==> src/rtl/pat_pkg.sv <==
// Shared constants, codes and slot types for the periodic alarm table.
`default_nettype none

package pat_pkg;

	localparam int SLOTS   = 16;
	localparam int IDX_W   = (SLOTS > 1) ? $clog2(SLOTS) : 1;
	localparam int TIME_W  = 48;
	localparam int ID_W    = 32;
	localparam int PER_W   = 32;
	localparam int CNT_W   = 16;

	// request kinds (s_tuser)
	localparam logic [1:0] ACT_ADD    = 2'd0;
	localparam logic [1:0] ACT_REMOVE = 2'd1;
	localparam logic [1:0] ACT_TICK   = 2'd2;

	// result kinds (m_tuser)
	localparam logic [1:0] KIND_ADDED   = 2'd0;
	localparam logic [1:0] KIND_FULL    = 2'd1;
	localparam logic [1:0] KIND_FIRED   = 2'd2;
	localparam logic [1:0] KIND_REMOVED = 2'd3;

	typedef struct packed {
		logic              valid;
		logic [ID_W-1:0]   id;
		logic [PER_W-1:0]  period;
		logic [CNT_W-1:0]  remaining;
		logic [TIME_W-1:0] due;
	} slot_t;

	typedef struct packed {
		logic             en;
		logic [IDX_W-1:0] idx;
		slot_t            data;
	} slot_wr_t;

endpackage

`default_nettype wire

==> src/rtl/pat_slot_store.sv <==
// Slot table: valid bits cleared by reset, slot payload held without reset.
`default_nettype none

module pat_slot_store (
	input  wire logic                    clk,
	input  wire logic                    arst_n,
	input  wire logic [pat_pkg::IDX_W-1:0] rd_idx,
	output pat_pkg::slot_t               rd,
	input  wire pat_pkg::slot_wr_t       wr
);
	import pat_pkg::*;

	logic [SLOTS-1:0]  valid_q;
	logic [ID_W-1:0]   id_q        [SLOTS];
	logic [PER_W-1:0]  period_q    [SLOTS];
	logic [CNT_W-1:0]  remaining_q [SLOTS];
	logic [TIME_W-1:0] due_q       [SLOTS];

	always_ff @(posedge clk or negedge arst_n) begin
		if (!arst_n) begin
			valid_q <= '0;
		end else if (wr.en) begin
			valid_q[wr.idx] <= wr.data.valid;
		end
	end

	always_ff @(posedge clk) begin
		if (wr.en) begin
			id_q[wr.idx]        <= wr.data.id;
			period_q[wr.idx]    <= wr.data.period;
			remaining_q[wr.idx] <= wr.data.remaining;
			due_q[wr.idx]       <= wr.data.due;
		end
	end

	always_comb begin
		rd.valid     = valid_q[rd_idx];
		rd.id        = id_q[rd_idx];
		rd.period    = period_q[rd_idx];
		rd.remaining = remaining_q[rd_idx];
		rd.due       = due_q[rd_idx];
	end

endmodule

`default_nettype wire

==> src/rtl/periodic_alarm_table_top.sv <==
// Periodic alarm table: request sequencer, shared adder/comparators and result register.
//
// Channel   Dir  Handshake          Payload
// s_*       in   s_tvalid/s_tready  s_tuser = action, s_tdata = now/period/count/fire_now/id
// m_*       out  m_tvalid/m_tready  m_tuser = kind, m_tdata = alarm_id, m_tlast = last
//
// Add: accept, one read per slot, write and report. Remove: accept, one read per slot (clearing
// a hit), report; a zero target id ends unreported. Tick: accept, due pass, then per fired alarm
// a minimum scan and a firing. One slot read port and one shared 48-bit adder set this order.
// s_tready is high only in idle; the last result may still wait in the output register.
// A stalled m_tready holds the sequencer at its reporting step.
// Reset clears the valid bits, newest id and control state at once; no clearing pass.
`default_nettype none

module periodic_alarm_table_top (
	input  wire logic         clk,
	input  wire logic         arst_n,
	input  wire logic         s_tvalid,
	output logic              s_tready,
	input  wire logic [135:0] s_tdata,  // now_us[47:0], period_us[79:48], repeat_count[95:80],
	                                    // fire_now[96], target_id[128:97], zero pad[135:129]
	input  wire logic [1:0]   s_tuser,  // action[1:0]
	output logic              m_tvalid,
	input  wire logic         m_tready,
	output logic [31:0]       m_tdata,  // alarm_id[31:0]
	output logic [1:0]        m_tuser,  // kind[1:0]
	output logic              m_tlast   // last
);
	import pat_pkg::*;

	typedef enum logic [7:0] {
		ST_IDLE      = 8'b0000_0001,
		ST_ADD_SCAN  = 8'b0000_0010,
		ST_ADD_WRITE = 8'b0000_0100,
		ST_REM_SCAN  = 8'b0000_1000,
		ST_REM_DONE  = 8'b0001_0000,
		ST_DUE_SCAN  = 8'b0010_0000,
		ST_MIN_SCAN  = 8'b0100_0000,
		ST_FIRE      = 8'b1000_0000
	} state_t;

	state_t            state_q;
	logic [IDX_W-1:0]  idx_q;
	logic              idx_last;

	// captured request
	logic [TIME_W-1:0] now_q;
	logic [PER_W-1:0]  period_q;
	logic [CNT_W-1:0]  count_q;
	logic              fire_now_q;
	logic [ID_W-1:0]   target_q;

	logic [ID_W-1:0]   newest_id_q;
	logic [ID_W-1:0]   fresh_id;

	// add search results
	logic              match_q;
	logic [IDX_W-1:0]  match_idx_q;
	logic              free_found_q;
	logic [IDX_W-1:0]  free_idx_q;

	// tick bookkeeping
	logic [SLOTS-1:0]  pending_q;
	logic [SLOTS-1:0]  pending_clr;
	logic              best_found_q;
	logic [IDX_W-1:0]  best_idx_q;
	logic [ID_W-1:0]   best_id_q;

	// slot store access
	logic [IDX_W-1:0]  rd_idx;
	slot_t             rd;
	slot_wr_t          wr;

	// shared arithmetic
	logic [PER_W-1:0]  addend;
	logic [TIME_W-1:0] sum;
	logic              due_hit;
	logic              id_hit;
	logic              min_take;

	// result register
	logic              m_tvalid_q;
	logic [ID_W-1:0]   out_id_q;
	logic [1:0]        out_kind_q;
	logic              out_last_q;
	logic              emit_ok;
	logic              emit_en;
	logic [1:0]        emit_kind;
	logic [ID_W-1:0]   emit_id;
	logic              emit_last;

	logic              s_accept;

	assign s_tready = (state_q == ST_IDLE);
	assign s_accept = s_tvalid && s_tready;
	assign m_tvalid = m_tvalid_q;
	assign m_tdata  = out_id_q;
	assign m_tuser  = out_kind_q;
	assign m_tlast  = out_last_q;
	assign emit_ok  = !m_tvalid_q || m_tready;
	assign idx_last = (idx_q == IDX_W'(SLOTS - 1));

	pat_slot_store u_store (
		.clk    (clk),
		.arst_n (arst_n),
		.rd_idx (rd_idx),
		.rd     (rd),
		.wr     (wr)
	);

	always_comb begin
		fresh_id = newest_id_q + 1'b1;
		if (fresh_id == '0) begin
			fresh_id = {{(ID_W-1){1'b0}}, 1'b1};
		end
		rd_idx   = (state_q == ST_FIRE) ? best_idx_q : idx_q;
		// one adder: add uses the request's period (zero with fire_now), a firing the slot's own
		addend   = (state_q == ST_FIRE) ? rd.period : (fire_now_q ? '0 : period_q);
		sum      = now_q + {{(TIME_W-PER_W){1'b0}}, addend};
		due_hit  = rd.valid && (now_q >= rd.due);
		id_hit   = rd.valid && (rd.id == ((state_q == ST_ADD_SCAN) ? fresh_id : target_q));
		min_take = pending_q[idx_q] && (!best_found_q || (rd.id < best_id_q));
		pending_clr = pending_q;
		pending_clr[best_idx_q] = 1'b0;
	end

	// slot writes and result generation
	always_comb begin
		wr.en     = 1'b0;
		wr.idx    = rd_idx;
		wr.data   = rd;
		emit_en   = 1'b0;
		emit_kind = KIND_ADDED;
		emit_id   = fresh_id;
		emit_last = 1'b1;
		unique case (state_q)
			ST_ADD_WRITE: begin
				if (emit_ok) begin
					emit_en = 1'b1;
					if (match_q || free_found_q) begin
						wr.en             = 1'b1;
						wr.idx            = match_q ? match_idx_q : free_idx_q;
						wr.data.valid     = 1'b1;
						wr.data.id        = fresh_id;
						wr.data.period    = period_q;
						wr.data.remaining = count_q;
						wr.data.due       = sum;
					end else begin
						emit_kind = KIND_FULL;
						emit_id   = '0;
					end
				end
			end
			ST_REM_SCAN: begin
				if (id_hit) begin
					wr.en         = 1'b1;
					wr.data.valid = 1'b0;
				end
			end
			ST_REM_DONE: begin
				emit_en   = emit_ok;
				emit_kind = KIND_REMOVED;
				emit_id   = target_q;
			end
			ST_FIRE: begin
				if (emit_ok) begin
					wr.en       = 1'b1;
					wr.data.due = sum;
					// a finite count runs down and frees the slot on its final firing
					if (rd.remaining != '0) begin
						wr.data.remaining = rd.remaining - 1'b1;
						if (rd.remaining == {{(CNT_W-1){1'b0}}, 1'b1}) begin
							wr.data.valid = 1'b0;
						end
					end
					emit_en   = 1'b1;
					emit_kind = KIND_FIRED;
					emit_id   = best_id_q;
					emit_last = (pending_clr == '0);
				end
			end
			default: begin
			end
		endcase
	end

	// sequencer
	always_ff @(posedge clk or negedge arst_n) begin
		if (!arst_n) begin
			state_q      <= ST_IDLE;
			idx_q        <= '0;
			newest_id_q  <= '0;
			pending_q    <= '0;
			match_q      <= 1'b0;
			match_idx_q  <= '0;
			free_found_q <= 1'b0;
			free_idx_q   <= '0;
			best_found_q <= 1'b0;
			best_idx_q   <= '0;
			best_id_q    <= '0;
		end else begin
			unique case (state_q)
				ST_IDLE: begin
					if (s_accept) begin
						idx_q        <= '0;
						match_q      <= 1'b0;
						free_found_q <= 1'b0;
						unique case (s_tuser)
							ACT_ADD:    state_q <= ST_ADD_SCAN;
							ACT_REMOVE: state_q <= (s_tdata[128:97] != '0) ? ST_REM_SCAN : ST_IDLE;
							ACT_TICK:   state_q <= ST_DUE_SCAN;
							default:    state_q <= ST_IDLE;
						endcase
					end
				end
				ST_ADD_SCAN: begin
					// an id still in use after wrap wins over the first free slot
					if (id_hit && !match_q) begin
						match_q     <= 1'b1;
						match_idx_q <= idx_q;
					end
					if (!rd.valid && !free_found_q) begin
						free_found_q <= 1'b1;
						free_idx_q   <= idx_q;
					end
					idx_q <= idx_last ? '0 : idx_q + 1'b1;
					if (idx_last) begin
						state_q <= ST_ADD_WRITE;
					end
				end
				ST_ADD_WRITE: begin
					if (emit_ok) begin
						if (match_q || free_found_q) begin
							newest_id_q <= fresh_id;
						end
						state_q <= ST_IDLE;
					end
				end
				ST_REM_SCAN: begin
					idx_q <= idx_last ? '0 : idx_q + 1'b1;
					if (idx_last) begin
						state_q <= ST_REM_DONE;
					end
				end
				ST_REM_DONE: begin
					if (emit_ok) begin
						state_q <= ST_IDLE;
					end
				end
				ST_DUE_SCAN: begin
					// due set is fixed by the tick's time before any firing
					pending_q[idx_q] <= due_hit;
					idx_q <= idx_last ? '0 : idx_q + 1'b1;
					if (idx_last) begin
						best_found_q <= 1'b0;
						state_q      <= ((pending_q != '0) || due_hit) ? ST_MIN_SCAN : ST_IDLE;
					end
				end
				ST_MIN_SCAN: begin
					if (min_take) begin
						best_found_q <= 1'b1;
						best_idx_q   <= idx_q;
						best_id_q    <= rd.id;
					end
					idx_q <= idx_last ? '0 : idx_q + 1'b1;
					if (idx_last) begin
						state_q <= ST_FIRE;
					end
				end
				ST_FIRE: begin
					if (emit_ok) begin
						pending_q    <= pending_clr;
						best_found_q <= 1'b0;
						state_q      <= (pending_clr != '0) ? ST_MIN_SCAN : ST_IDLE;
					end
				end
				default: begin
					state_q <= ST_IDLE;
				end
			endcase
		end
	end

	// request capture
	always_ff @(posedge clk) begin
		if (s_accept) begin
			now_q      <= s_tdata[47:0];
			period_q   <= s_tdata[79:48];
			count_q    <= s_tdata[95:80];
			fire_now_q <= s_tdata[96];
			target_q   <= s_tdata[128:97];
		end
	end

	// result register
	always_ff @(posedge clk or negedge arst_n) begin
		if (!arst_n) begin
			m_tvalid_q <= 1'b0;
		end else if (emit_en) begin
			m_tvalid_q <= 1'b1;
		end else if (m_tready) begin
			m_tvalid_q <= 1'b0;
		end
	end

	always_ff @(posedge clk) begin
		if (emit_en) begin
			out_id_q   <= emit_id;
			out_kind_q <= emit_kind;
			out_last_q <= emit_last;
		end
	end

	// checks
	a_full_id_zero: assert property (@(posedge clk) disable iff (!arst_n)
		(m_tvalid && (m_tuser == KIND_FULL)) |-> (m_tdata == '0))
		else $error("table full result carries a non-zero id");

	a_fired_id_nonzero: assert property (@(posedge clk) disable iff (!arst_n)
		(m_tvalid && (m_tuser == KIND_FIRED)) |-> (m_tdata != '0))
		else $error("fired alarm reported with id zero");

	a_pending_idle: assert property (@(posedge clk) disable iff (!arst_n)
		(state_q == ST_IDLE) |-> (pending_q == '0))
		else $error("tick left due slots unreported");

	a_newest_only_on_add: assert property (@(posedge clk) disable iff (!arst_n)
		(newest_id_q != $past(newest_id_q)) |-> $past(state_q == ST_ADD_WRITE))
		else $error("newest id moved outside an add");

endmodule

`default_nettype wire
==> config.mk <==
export PLATFORM = sky130hd
export DESIGN_NAME = periodic_alarm_table_top
export DESIGN_NICKNAME = d
export VERILOG_FILES = /design/src/rtl/pat_pkg.sv /design/src/rtl/pat_slot_store.sv /design/src/rtl/periodic_alarm_table_top.sv
export SDC_FILE = /design/constraint.sdc
export NUM_CORES = 2
export LEC_CHECK = 0
export ABC_AREA = 0
export BUFFER_PORTS_ARGS = -buffer_cell sky130_fd_sc_hd__buf_2
export CAP_MARGIN = 30
export CORE_ASPECT_RATIO = 0.7
export CORE_MARGIN = 5
export CORE_UTILIZATION = 50
export DETAILED_ROUTE_END_ITERATION = 10
export PLACE_DENSITY = 0.66
export SLEW_MARGIN = 20
export SYNTH_ARGS = -nofsm -noshare
export SYNTH_HDL_FRONTEND = slang
export SYNTH_HIERARCHICAL = 1
export SYNTH_SLANG_ARGS = --single-unit
==> constraint.sdc <==
create_clock -name clk -period 21.1 [get_ports clk]
set_input_delay 5.275 -clock clk [delete_from_list [all_inputs] [get_ports clk]]
set_output_delay 5.275 -clock clk [all_outputs]
set_load 0.01 [all_outputs]
==> qor.csv <==
metric,value,unit
status,completed,
cts_made_buffers,211,
avgViaCountPerCell,6.25,
wl_per_cell,29.9,um
critPathLaunchType,flop,
die_h,378,um
synth_cell_type_count,97,
slew_headroom,30.9,%
grt_usage,25.0,%
synth.area.top_cells,"edfxtp_1, mux4_2, dfrtp_1, a22oi_1, nand2_1",
criticalPathCategory,flop to flop,
crit_start,state_q[4],
async_reset_ff_share,5.31,%
clk_latency,0.86,ns
clockPowerShare,42.8,%
netlist_instances,5403,
finalMaxSlewViolations,0,
p_leak,32.2,nW
hold_buffers,0,
antenna_found_initial,7,
first_pass_iters,8,
yosysMostFrequentCell,edfxtp_1,
synth_ff_type,edfxtp_1,
synth_edf_count,2212,
grt_first_pass_wirelength,367000,um
p_seq_share,56.7,%
hold_viol,0,
grt_max_degree,149,
min_to,free_idx_q[0],
p_int,7.10,mW
dp_hpwl,147000,um
r2r-start,state_q[4],
fin_tns_setup,0,ns
start_util,50.2,%
fmax,77.5,MHz
power.share.switching,19.6,%
crit_fanout,47,
clock_sinks,2336,
period_minus_slack,12.90,ns
crit_path_end_kind,flop,
worst_slew_pin_slew,1.04,ns
die_w,536,um
place.gp.congestion,0.908,
io_buffer_count,171,
hold_path_class,flop to flop,
clockBufferDepth,3,
worst_slack,8.20,ns
avgSynthCellArea,17.9,um^2
ys_seq_elements,2336,
rsz0062_at_grt,no,
antenna_left,0,
yosysSeqAreaShare,71.9,%
netSwitchingPower,1.73,mW
skew,0.0523,ns
drive_gt1_share,22.1,%
cts_tree,yes,
whs,0.486,ns
io_pins,179,
min_from,free_idx_q[0],
syn_area,96700,um^2
drc_errors,0,
worstPathRequired,21.58,ns
setup_viol,0,
core_area,193000,um^2
overflow,0,
post_cts_buffers,0,
final_area,108000,um^2
synth_nets,5665,
drt_iter0_markers,6702,
synthTopCellsByCount,"edfxtp_1, mux4_2, nand2_1",
r2r_end,u_store/due_q[1][40],
die_area,203000,um^2
dpl_cell_area,101000,um^2
grt_pass1_vias,52500,
fillers,14600,
cellPowerDensity,81.4,nW/um^2
synth_warnings,6,
finalNetCount,5978,
irDropWorstVdd,76.1,uV
synth_top_cell_by_area,edfxtp_1,
clk_pin_slew,0.07,ns
dp_slack,8.28,ns
cts_htree_levels,4,
max_cap_violations,0,
areaGrowthSynthToFinish,12.1,%
power,8.83,mW
holdPathStages,2,
yosys.area.top_type_share,68.7,%
rr_worst_depth,27,
root_buffer,clkbuf_16,
p_comb_share,0.5,%
critical_path_arrival,13.38,ns
drt-total-wl,254000,um
cts-resized-gates,0,
reg2reg_slack,8.20,ns
period_share,61.1,%
vias,53000,
core.rowCount,135,
## cell type report
cell class | instances | area (um^2) | share of cell area [%]
diodes | 4 | 10.0 | 0.00923
clock buffers | 268 | 5540 | 5.10
clock inverters | 111 | 1220 | 1.13
inverters | 116 | 440 | 0.406
multi-input cells | 2659 | 25600 | 23.6
flip-flops and latches | 2336 | 69500 | 64.1
well taps | 2603 | 3260 | 3.00
repair buffers | 392 | 2860 | 2.64
## power groups by stage
stage          logic, mW  clock network, mW  registers, mW
2_1_floorplan     0.0153                  0           5.10
3_3_place_gp      0.0441                  0           5.10
3_5_place_dp      0.0453                  0           5.10
4_1_cts           0.0455               3.84           5.01
5_1_grt           0.0505               4.03           5.00
6_report          0.0461               3.78           5.01
## per-stage QoR
step                std cells  util, %
global placement         8062     52.4
detailed placement       8074     52.5
finish                   8489     56.2
CTS                      8453     56.0
global route             8487     56.2
floorplan                5403        -
## critical path, cell delays in order, from the launching register on
cell      delay [ns]
dfrtp_1         0.41
nor2_1          0.54
and3b_1         0.32
and3_2          0.60
buf_4           0.68
nand2_1         0.20
o21ai_4         0.24
buf_16          0.22
buf_4           0.67
buf_4           0.68
mux4_2          0.58
a22oi_1         0.22
nand2_1         0.32
inv_1           0.25
o221ai_1        0.22
nor4_1          0.41
nand4_1         0.15
nor2_1          0.18
o22ai_1         0.11
nor4_1          0.27
nand4_1         0.30
or4b_2          0.66
o21ai_0         0.37
or3b_2          0.61
nor2_4          0.72
buf_4           0.88
buf_4           0.75
buf_4           0.69
## registers in the layout, summed over array words and instances (netlist names), 48 cells and up
| signal | flops |
|---|---|
| u_store/remaining_q | 256 |
| u_store/due_q | 768 |
| u_store/period_q | 512 |
| u_store/id_q | 512 |
| now_q | 48 |
## worst max path at each step
stage	end	slack (ns)	cells after the start
4_1_cts	u_store/due_q[1][34]	8.24	26
5_1_grt	u_store/due_q[1][44]	7.60	27
3_3_place_gp	u_store/due_q[1][31]	8.37	25
6_report	u_store/due_q[1][40]	8.20	27
2_1_floorplan	u_store/valid_q[0]	4.02	9
3_5_place_dp	u_store/due_q[1][31]	8.28	26
## cell usage in the layout (no fill, tap or decap), drive strengths merged, types with 122 or more instances in the layout
cell    synthesis  final
dfrtp         123    123
buf           118    380
inv           115    122
o21ai         164    164
clkbuf        174    280
nor2          141    141
mux4          484    484
nand2         467    467
edfxtp       2212   2212
a22oi         263    263
## logic make-up after synthesis
family / after synthesis / share of synthesized area [%]
AND/OR/NAND/NOR: 951 / 4.69
flip-flops: 2336 / 71.9
AO/OA/AOI/OAI: 809 / 5.64
adder cells (fa/ha/maj): 120 / 1.56
multiplexers: 645 / 13.0
buffers and inverters: 408 / 2.01
XOR/XNOR: 134 / 1.23
## per-layer routing
layer | track usage (%) | vias to the layer above | wire length [um]
met3 | 6.96 | 353 | 27600
met4 | 6.23 | 2 | 5990
li1 | - | 22400 | -
met5 | 0 | - | 17
met2 | 37.2 | 2705 | 115000
met1 | 37.0 | 27600 | 106000
Power figures use the tool's default switching activity.
